$ cat src/hdl/fir10_pkg.sv
package fir10_pkg;

  localparam int SAMPLE_BITS = 16;
  localparam int COEF_BITS = 16;
  localparam int PROD_BITS = SAMPLE_BITS + COEF_BITS;
  localparam int OUT_BITS = 35;
  localparam int OUT_TDATA_BITS = 40;

  localparam int TAPS_DEFAULT = 10;
  localparam int TAPS_MAX = 12;
  localparam int FILL_BITS = 4;

  localparam int CFG_DATA_BITS = 64;
  localparam int CFG_ADDR_BITS = 5;
  localparam int REG_IDX_BITS = 2;
  localparam int NUM_COEF_REGS = 3;

  localparam logic [REG_IDX_BITS-1:0] REG_COEFFS_LOW = 2'd0;
  localparam logic [REG_IDX_BITS-1:0] REG_COEFFS_MID = 2'd1;
  localparam logic [REG_IDX_BITS-1:0] REG_COEFFS_HIGH = 2'd2;

  typedef logic signed [SAMPLE_BITS-1:0] sample_t;
  typedef logic signed [COEF_BITS-1:0] coef_t;
  typedef logic signed [PROD_BITS-1:0] prod_t;
  typedef logic signed [OUT_BITS-1:0] acc_t;

endpackage

$ cat src/hdl/fir_filter_10_tap_unit.sv
// Direct-form FIR filter with TAPS taps (10 by default, 1 to 12) on signed Q1.15 samples and
// coefficients, giving an unrounded signed Q5.30 sum of 35 bits on out_tdata. Coefficients are
// three 64-bit registers on the APB port at byte addresses 0, 8 and 16, four taps each, tap 0
// in the lowest half-word; write them only while the filter is idle. A request with the start
// flag (in_tuser) restarts the window, and no result comes out until TAPS samples of the signal
// have been taken; until then each sample is accepted without a stall. Once the window is full,
// each sample runs through one shared 16x16 multiply-accumulate unit, one tap per cycle, so
// in_tready stays low from that sample until the result is loaded into the output register.
// The result then sits there, so the next sample is accepted while it waits; a stalled output
// only holds the filter once the following result is ready. out_tlast copies the end flag
// (in_tlast) of the sample that produced the result.
module fir_filter_10_tap_unit #(
  parameter int TAPS = fir10_pkg::TAPS_DEFAULT
) (
  input  logic                                  clk,
  input  logic                                  rst_n,
  // sample [15:0]
  input  logic [fir10_pkg::SAMPLE_BITS-1:0]     in_tdata,
  // start_of_signal
  input  logic                                  in_tuser,
  input  logic                                  in_tlast,
  input  logic                                  in_tvalid,
  output logic                                  in_tready,
  // filtered [34:0], zero fill [39:35]
  output logic [fir10_pkg::OUT_TDATA_BITS-1:0]  out_tdata,
  output logic                                  out_tlast,
  output logic                                  out_tvalid,
  input  logic                                  out_tready,
  input  logic                                  cfg_psel,
  input  logic                                  cfg_penable,
  input  logic                                  cfg_pwrite,
  input  logic [fir10_pkg::CFG_ADDR_BITS-1:0]   cfg_paddr,
  input  logic [fir10_pkg::CFG_DATA_BITS-1:0]   cfg_pwdata,
  output logic [fir10_pkg::CFG_DATA_BITS-1:0]   cfg_prdata,
  output logic                                  cfg_pready
);
  import fir10_pkg::*;

  localparam int JW = (TAPS > 1) ? $clog2(TAPS) : 1;
  localparam logic [JW-1:0] LAST_TAP = JW'(TAPS - 1);
  localparam logic [FILL_BITS-1:0] FILL_FULL = FILL_BITS'(TAPS - 1);

  localparam logic [1:0] ST_IDLE = 2'd0;
  localparam logic [1:0] ST_MAC = 2'd1;
  localparam logic [1:0] ST_DONE = 2'd2;

  // configuration
  logic [CFG_DATA_BITS-1:0] coeff_r [NUM_COEF_REGS];
  logic [NUM_COEF_REGS*CFG_DATA_BITS-1:0] coeff_flat;
  logic [REG_IDX_BITS-1:0] reg_idx;
  logic cfg_wr;

  // sequencer and datapath
  logic [1:0] state_r, state_nxt;
  logic [JW-1:0] j_r, j_nxt;
  logic [FILL_BITS-1:0] fill_r, fill_nxt;
  sample_t win_r [TAPS];
  acc_t acc_r, acc_nxt;
  logic last_r;
  logic out_valid_r, out_valid_nxt;
  acc_t out_data_r;
  logic out_last_r;

  logic in_acc;
  logic emit;
  logic out_load;
  logic [FILL_BITS-1:0] fill_base;
  coef_t coef_sel;
  sample_t win_sel;
  prod_t prod;

  assign cfg_pready = 1'b1;
  assign reg_idx = cfg_paddr[CFG_ADDR_BITS-1 -: REG_IDX_BITS];
  assign cfg_wr = cfg_psel && cfg_penable && cfg_pwrite && cfg_pready;
  assign coeff_flat = {coeff_r[2], coeff_r[1], coeff_r[0]};

  always_comb begin
    unique case (reg_idx)
      REG_COEFFS_LOW:  cfg_prdata = coeff_r[0];
      REG_COEFFS_MID:  cfg_prdata = coeff_r[1];
      REG_COEFFS_HIGH: cfg_prdata = coeff_r[2];
      default:         cfg_prdata = '0;
    endcase
  end

  always_ff @(posedge clk) begin
    if (!rst_n) begin
      for (int i = 0; i < NUM_COEF_REGS; i++) begin
        coeff_r[i] <= '0;
      end
    end else if (cfg_wr) begin
      unique case (reg_idx)
        REG_COEFFS_LOW:  coeff_r[0] <= cfg_pwdata;
        REG_COEFFS_MID:  coeff_r[1] <= cfg_pwdata;
        REG_COEFFS_HIGH: coeff_r[2] <= cfg_pwdata;
        default: ;
      endcase
    end
  end

  assign in_tready = (state_r == ST_IDLE);
  assign in_acc = in_tvalid && in_tready;
  assign fill_base = in_tuser ? '0 : fill_r;
  assign emit = (fill_base >= FILL_FULL);
  assign out_load = (state_r == ST_DONE) && (!out_valid_r || out_tready);

  // shared multiply-accumulate unit
  assign coef_sel = coeff_flat[COEF_BITS*j_r +: COEF_BITS];
  assign win_sel = win_r[j_r];
  assign prod = coef_sel * win_sel;
  assign acc_nxt = acc_r + OUT_BITS'(prod);

  always_comb begin
    state_nxt = state_r;
    j_nxt = j_r;
    fill_nxt = fill_r;
    out_valid_nxt = out_valid_r;
    if (out_tready) begin
      out_valid_nxt = 1'b0;
    end
    unique case (state_r)
      ST_IDLE: begin
        if (in_acc) begin
          j_nxt = '0;
          if (emit) begin
            fill_nxt = fill_base;
            state_nxt = ST_MAC;
          end else begin
            fill_nxt = fill_base + FILL_BITS'(1);
          end
        end
      end
      ST_MAC: begin
        j_nxt = j_r + JW'(1);
        if (j_r == LAST_TAP) begin
          state_nxt = ST_DONE;
        end
      end
      ST_DONE: begin
        if (out_load) begin
          out_valid_nxt = 1'b1;
          state_nxt = ST_IDLE;
        end
      end
      default: state_nxt = ST_IDLE;
    endcase
  end

  always_ff @(posedge clk) begin
    if (!rst_n) begin
      state_r <= ST_IDLE;
      j_r <= '0;
      fill_r <= '0;
      out_valid_r <= 1'b0;
    end else begin
      state_r <= state_nxt;
      j_r <= j_nxt;
      fill_r <= fill_nxt;
      out_valid_r <= out_valid_nxt;
    end
  end

  // window: entry 0 is the newest sample
  always_ff @(posedge clk) begin
    if (in_acc) begin
      win_r[0] <= sample_t'(in_tdata);
      for (int k = 1; k < TAPS; k++) begin
        win_r[k] <= win_r[k-1];
      end
      last_r <= in_tlast;
      acc_r <= '0;
    end else if (state_r == ST_MAC) begin
      acc_r <= acc_nxt;
    end
    if (out_load) begin
      out_data_r <= acc_r;
      out_last_r <= last_r;
    end
  end

  assign out_tvalid = out_valid_r;
  assign out_tdata = {{(OUT_TDATA_BITS-OUT_BITS){1'b0}}, out_data_r};
  assign out_tlast = out_last_r;

`ifndef NO_ASSERTIONS
  a_fill_bound: assert property (@(posedge clk) disable iff (!rst_n)
    fill_r <= FILL_FULL)
    else $error("fill count beyond window");

  a_tap_bound: assert property (@(posedge clk) disable iff (!rst_n)
    state_r == ST_MAC |-> j_r <= LAST_TAP)
    else $error("tap index beyond last tap");

  a_emit_starts_mac: assert property (@(posedge clk) disable iff (!rst_n)
    in_acc && emit |=> state_r == ST_MAC && j_r == '0)
    else $error("full window did not start the accumulation");

  a_load_shows: assert property (@(posedge clk) disable iff (!rst_n)
    out_load |=> out_valid_r && state_r == ST_IDLE)
    else $error("finished result not presented");

  a_no_emit_stays_idle: assert property (@(posedge clk) disable iff (!rst_n)
    in_acc && !emit |=> state_r == ST_IDLE && fill_r == $past(fill_base) + FILL_BITS'(1))
    else $error("partial window mishandled");
`endif

endmodule
$ cat config.mk
export PLATFORM = sky130hd
export DESIGN_NAME = fir_filter_10_tap_unit
export DESIGN_NICKNAME = d
export VERILOG_FILES = /design/src/hdl/fir10_pkg.sv /design/src/hdl/fir_filter_10_tap_unit.sv
export SDC_FILE = /design/constraint.sdc
export NUM_CORES = 1
export LEC_CHECK = 0
export CAP_MARGIN = 20
export CORE_MARGIN = 10
export CORE_UTILIZATION = 40
export DETAILED_ROUTE_END_ITERATION = 8
export DONT_BUFFER_PORTS = 1
export GPL_ROUTABILITY_DRIVEN = 0
export SLEW_MARGIN = 20
export SYNTH_ARGS = -nofsm -noshare
export SYNTH_HDL_FRONTEND = slang
export SYNTH_SLANG_ARGS = --single-unit
$ cat constraint.sdc
create_clock -name clk -period 8.2 [get_ports clk]
set_input_delay 1.64 -clock clk [delete_from_list [all_inputs] [get_ports clk]]
set_output_delay 1.64 -clock clk [all_outputs]
set_load 0.01 [all_outputs]
* After elaboration in Yosys (flattened, before gate mapping)
Memory sizes are Yosys's and may differ from the RTL's. A register that Yosys moved wholly into a read port is not among the register bits. Cells that the tools add are included.
Storage, ports and cells: bits in registers 83, memory bits (writable) 352, input bits 94, output and inout port bits 108, logic and storage cells 73, memories kept 2
Cells by class: add/subtract/negate cells 3, $mul 1, order comparisons 1, equality and inequality tests 9, shift operators 1, muxes and demuxes 33, bitwise logic cells 3, reductions and logical operators 12
Memories:
- coeff_r | depth 3, width 64, read ports 3, clocked after Yosys merged registers in 0, write ports 3, RTL line fir_filter_10_tap_unit.sv:48 | logic [CFG_DATA_BITS-1:0] coeff_r [NUM_COEF_REGS];
- win_r | depth 10, width 16, read ports 10, clocked after Yosys merged registers in 1, write ports 10, RTL line fir_filter_10_tap_unit.sv:57 | sample_t win_r [TAPS];
Operators with widths (number):
- 2-to-1 mux 64 bit | 3
- one-hot mux 64 bit (3 select lines) | 1
- variable part select 192 x 9 -> 16 bit | 1
- adder 35 x 32 -> 35 bit | 1
- multiplier 16 x 16 -> 32 bit | 1
- 2-to-1 mux 4 bit | 5
- 2-to-1 mux 1 bit | 18
- adder 4 x 1 -> 4 bit, second input constant | 2
- 2-to-1 mux 2 bit | 4
- one-hot mux 4 bit (2 select lines) | 1
- one-hot mux 2 bit (3 select lines) | 1
- == test 2 x 1 -> 1 bit, second input constant | 2
- == test 2 bit, second input constant | 2
- == test 4 bit, second input constant | 1
- greater-or-equal comparator 4 bit, second input constant | 1
- logical AND 1 bit | 4
- logical NOT 2 bit | 2
- != test 2 x 1 -> 1 bit, second input constant | 2
- != test 2 bit, second input constant | 2
- AND reduction 2 bit | 2
- AND reduction 4 bit | 1
- bitwise OR 1 bit | 3
- nonzero test 2 bit | 1
- logical NOT 1 bit | 1
- logical OR 1 bit | 1

* Longest topological paths before layout
depth in word-level cells 6, depth in mapped cells 31, mapped depth without buffers 26

* Worst setup path before layout
Ideal clock, no wire load.
path kind in2reg, start point input port cfg_paddr[3] in the netlist's numbering, end point memory coeff_r[0][0] (enable), setup time 0.581 ns, data arrival time 7.140 ns, data required time 7.619 ns, path slack 0.480 ns, stages on the path 4, buffers on the path 3, cells stage by stage clkbuf_1 buf_1 buf_1 o31ai_1
RTL lines:
- from (decl) | RTL line fir_filter_10_tap_unit.sv:32 | input logic [fir10_pkg::CFG_ADDR_BITS-1:0] cfg_paddr,
- to (decl) | RTL line fir_filter_10_tap_unit.sv:48

* Worst setup path in the final report
start point register j_r[0], end point register acc_r[32]
Between the ends: word-level cells in the longest chain between the ends 3
Ends and longest elaborated chain:
- from (decl) | RTL line fir_filter_10_tap_unit.sv:55 | logic [JW-1:0] j_r, j_nxt;
- from (signal assigned) | RTL line fir_filter_10_tap_unit.sv:157 | j_r <= j_nxt;
- variable part select 192 x 9 -> 16 bit | RTL line fir_filter_10_tap_unit.sv:108 | assign coef_sel = coeff_flat[COEF_BITS*j_r +: COEF_BITS];
- multiplier 16 x 16 -> 32 bit | RTL line fir_filter_10_tap_unit.sv:110 | assign prod = coef_sel * win_sel;
- adder 35 x 32 -> 35 bit | RTL line fir_filter_10_tap_unit.sv:111 | assign acc_nxt = acc_r + OUT_BITS'(prod);
- to (signal assigned) | RTL line fir_filter_10_tap_unit.sv:173 | acc_r <= acc_nxt;
- to (decl) | RTL line fir_filter_10_tap_unit.sv:58 | acc_t acc_r, acc_nxt;
Every way passes these cells. A chain may end at the register's enable or synchronous reset.

==> tab_implementation.tex <==
\begin{tabular}{lr}
\hline
Metric & Value \\
\hline
\multicolumn{2}{l}{\textbf{Global route}} \\
Overflow left after global routing & 0 \\
Initial antenna violation count & 21 \\
Number of global-route vias before repair & 19130 \\
Maximum number of pins on one net before global-route repair & 87 \\
Tot GR Track Use & 16.63\% \\
First-pass GRT wire length & 112300 microns \\
\multicolumn{2}{l}{\textbf{Critical path}} \\
Worst Reg-to-Reg Cells & 26 \\
Required time reported for the critical path endpoint & 8720 ps \\
Maximum fanout count along the critical path & 16 \\
Reg-to-Reg Start & j\_r[0] \\
Worst Setup End Kind & flip-flop \\
Setup slack, reg-to-reg & 430 ps \\
Classification of the worst setup path & flip-flop to flip-flop \\
Data arrival time of the critical path & 8300 ps \\
Startpoint Class & flip-flop \\
FF-to-FF End & acc\_r[32] \\
\multicolumn{2}{l}{\textbf{STA}} \\
Transition time at the pin with the least slew margin & 1053 ps \\
Setup violators final & 0 \\
Smallest setup slack after layout & 427.1 ps \\
Highest clock frequency the design can meet & 128.7 MHz \\
Unrepaired setup endpoints after global routing & false \\
TNS Setup & 0 ps \\
Number of hold violations in the final report & 0 \\
Final-report max-slew violation count & 0 \\
Worst slew margin relative to its limit & 29.83\% \\
Crit path time final & 7773 ps \\
Final worst clock skew & 25.24 ps \\
Final period util & 94.79\% \\
\multicolumn{2}{l}{\textbf{Drt}} \\
Number of nets with antenna violations after routing & 0 \\
Via density per instance & 5.114 \\
Drt first pass iters & 5 \\
Count of routing violations after the opening detailed-route iteration & 984 \\
Post-route DRC violation count & 0 \\
Final wirelength & 70090 microns \\
Routed wire length per instance & 20.66 microns \\
Via count & 17350 \\
\multicolumn{2}{l}{\textbf{Power and ir drop}} \\
Post-route total power & 0.01416 W \\
Highest ir drop seen on vdd & 0.4077 mV \\
Static leakage power & 13.36 nW \\
PwrDens & 434.0 mW/mm\^{}2 \\
\multicolumn{2}{l}{\textbf{Synth}} \\
Synth Register Bits & 439 \\
Most common cell in the netlist & edfxtp\_1 \\
Area of the mapped netlist & 0.02933 sq mm \\
Synthesized netlist cell count & 2366 \\
Sequential area share after synthesis & 43.24\% \\
Biggest area consumer among synthesized cells & edfxtp\_1 \\
Count of cell types in the netlist & 65 \\
Leading cell types by count after synthesis & edfxtp\_1 (389), inv\_1 (353), fa\_1 (310), nand2\_1 (190), nor2\_1 (166) \\
Number of warnings reported in the yosys synthesis log & 0 \\
Top area cells in the synthesized netlist & edfxtp\_1 (40\%), fa\_1 (21\%), mux4\_2 (5.5\%) \\
Primary FF master, synth & edfxtp\_1 \\
Portion of synthesized cell area occupied by the leading cell type & 39.83\% \\
Count of flip-flops with a built-in enable after synthesis & 389 \\
Post-synthesis async set-or-reset flop share & 0\% \\
Average size of a mapped cell & 12.40 sq um \\
\multicolumn{2}{l}{\textbf{Clock tree}} \\
Post-cts resize count & 0 \\
Register clock-pin slew on the reported worst setup and hold paths & 60 ps \\
Hold Buf Count CTS & 0 \\
Number of levels in the clock H-tree & 2 \\
CTS buffer count & 49 \\
Clk\_lat worst skew & 600 ps \\
Post-CTS setup-driven buffer insertion count & 0 \\
Root buffer cell & clkbuf\_16 \\
Clock net sink count & 439 \\
TritonCTS clock tree & built \\
Clock buffer depth & 3 \\
\multicolumn{2}{l}{\textbf{Min path}} \\
Hold WC Path Type & flip-flop to flip-flop \\
Endpoint of the worst hold-timing path & out\_tlast \\
Beginning of the worst hold path & last\_r \\
Instance count along the most critical hold path & 0 \\
\multicolumn{2}{l}{\textbf{Die}} \\
Placement Rows & 99 \\
Ports & 202 \\
Die width & 290.8 microns \\
Chip height & 290.8 microns \\
Die area & 0.08455 sq mm \\
Starting density of the core & 40.27\% \\
Core ar. & 0.07283 sq mm \\
\multicolumn{2}{l}{\textbf{Placed design}} \\
Final HPWL from detailed placement & 52400 microns \\
Worst setup slack after placement & 374.7 ps \\
DP Cell Count & 3300 \\
Total of buffers placed on input and output ports & 0 \\
\multicolumn{2}{l}{\textbf{Layout}} \\
\# nets final & 2906 \\
Share of post-route cells with drive strength above 1 & 10.70\% \\
Non-filler cells, final & 3392 \\
Area growth from synthesis to final layout & 11.24\% \\
\multicolumn{2}{l}{\textbf{Flow run}} \\
Max cap viols & 0 \\
\multicolumn{2}{l}{\textbf{Run status}} \\
Status & completed \\
\hline
\end{tabular}
==> layout by cell type (no fill, tap or decap), types with 5 or more instances in the layout <==
| cell | synthesis | final |
|---|---|---|
| a21o_1 | 15 | 15 |
| or3_1 | 5 | 5 |
| nand2_1 | 190 | 188 |
| a211oi_1 | 12 | 12 |
| a31oi_1 | 10 | 10 |
| conb_1 | 2 | 6 |
| a21oi_1 | 40 | 40 |
| mux2i_1 | 100 | 100 |
| mux4_2 | 72 | 72 |
| edfxtp_1 | 389 | 389 |
| or2_1 | 8 | 8 |
| o21ai_1 | 111 | 111 |
| nor2b_1 | 35 | 32 |
| dfxtp_1 | 50 | 47 |
| nor2_1 | 166 | 164 |
| nand3_1 | 23 | 23 |
| xnor2_1 | 22 | 22 |
| xor2_1 | 8 | 8 |
| buf_4 | 8 | 75 |
| and3_1 | 5 | 5 |
| ha_1 | 109 | 109 |
| and2_1 | 73 | 73 |
| clkbuf_1 | 77 | 5 |
| clkinv_2 | 0 | 6 |
| clkinv_1 | 0 | 8 |
| clkbuf_16 | 0 | 51 |
| inv_1 | 353 | 353 |
| mux2_1 | 8 | 8 |
| o21ai_0 | 6 | 6 |
| fa_1 | 310 | 310 |
| mux2_2 | 10 | 10 |
| nand2b_1 | 40 | 39 |
| o21a_1 | 6 | 6 |
| o22a_1 | 8 | 8 |
| o31ai_1 | 6 | 5 |
| nor3_1 | 6 | 6 |
| o22ai_1 | 9 | 8 |
| bufinv_16 | 0 | 12 |
==> registers in the layout, summed over array words and instances (netlist names), named ones only <==
register,count
j_r,4
fill_r,4
coeff_r,192
state_r,2
acc_r,35
last_r,1
out_data_r,35
out_tlast,1
win_r,160
out_tvalid,1
==> worst max-delay path by stage <==
stage	from	endpoint	slack, ps	depth (start not counted)
4_1_cts	j_r[0]	acc_r[32]	340	26
3_3_place_gp	j_r[0]	acc_r[32]	460	23
2_1_floorplan	cfg_paddr[3]	coeff_r[0][0]	480	4
5_1_grt	j_r[0]	acc_r[32]	100	26
6_report	j_r[0]	acc_r[32]	430	26
3_5_place_dp	j_r[0]	acc_r[32]	370	26
==> report_power, final <==
part           total [W]  switching, W  internal [W]
combinational    0.00913       0.00517       0.00396
sequential       0.00261     0.0000566       0.00255
clock            0.00242      0.000912       0.00151
==> cells by family (layout without fill, tap and decap cells) <==
| group | count (synthesis) | after routing | share of synthesized area (%) |
|---|---|---|---|
| flip-flops | 439 | 439 | 43.24 |
| multiplexers | 190 | 190 | 9.633 |
| AO/OA/AOI/OAI | 254 | 254 | 5.282 |
| AND/OR/NAND/NOR | 566 | 566 | 8.993 |
| other | 2 | 9 | 0.02561 |
| XOR/XNOR | 30 | 30 | 0.8959 |
| buffers and inverters | 466 | 526 | 6.118 |
| adder cells (fa/ha/maj) | 419 | 419 | 25.81 |
==> stage by stage <==
stage	area (sq um)	hold slack (ps)	utilization, %
after floorplan	29340	400.3	-
after global placement	30800	403.0	42.28
after detailed placement	30800	406.2	42.28
after CTS	32580	420.7	44.74
after global routing	32620	426.5	44.79
final	32630	421.9	44.79
==> metal layers <==
metal / GRT usage, % / wire length (microns) / vias to the layer above
li1: - / - / 7989
met1: 21.38 / 30390 / 8755
met2: 27.47 / 33130 / 452
met3: 4.745 / 4998 / 126
met4: 3.798 / 1407 / 26
met5: 0 / 158 / -
==> area by class of cell <==
cell class              count  area [sq um]
well taps                 959          1200
fillers                  6633         40210
diodes                      3         7.507
clock buffers              56          1295
clock inverters            32         493.0
multi-input cells        1465         14920
flip-flops and latches    439         12690
inverters                 358          1349
repair buffers             80         670.6
==> critical path, cell delays in order, from the launching register on <==
cell and delay [ps]:
dfxtp_4 580, buf_4 250, mux4_2 500, nand2_1 80
a21oi_1 70, a31oi_1 170, buf_4 290, nor2_1 110
fa_1 550, inv_1 60, fa_1 510, fa_1 510
inv_1 50, fa_1 520, fa_1 500, inv_1 50
fa_1 470, inv_1 40, ha_1 340, nand2_1 100
nor4b_1 360, buf_4 180, o21ai_1 100, o21ai_1 470
a31oi_1 210, or4b_1 530, nand3_1 80
(Power assumes the default switching activity.)
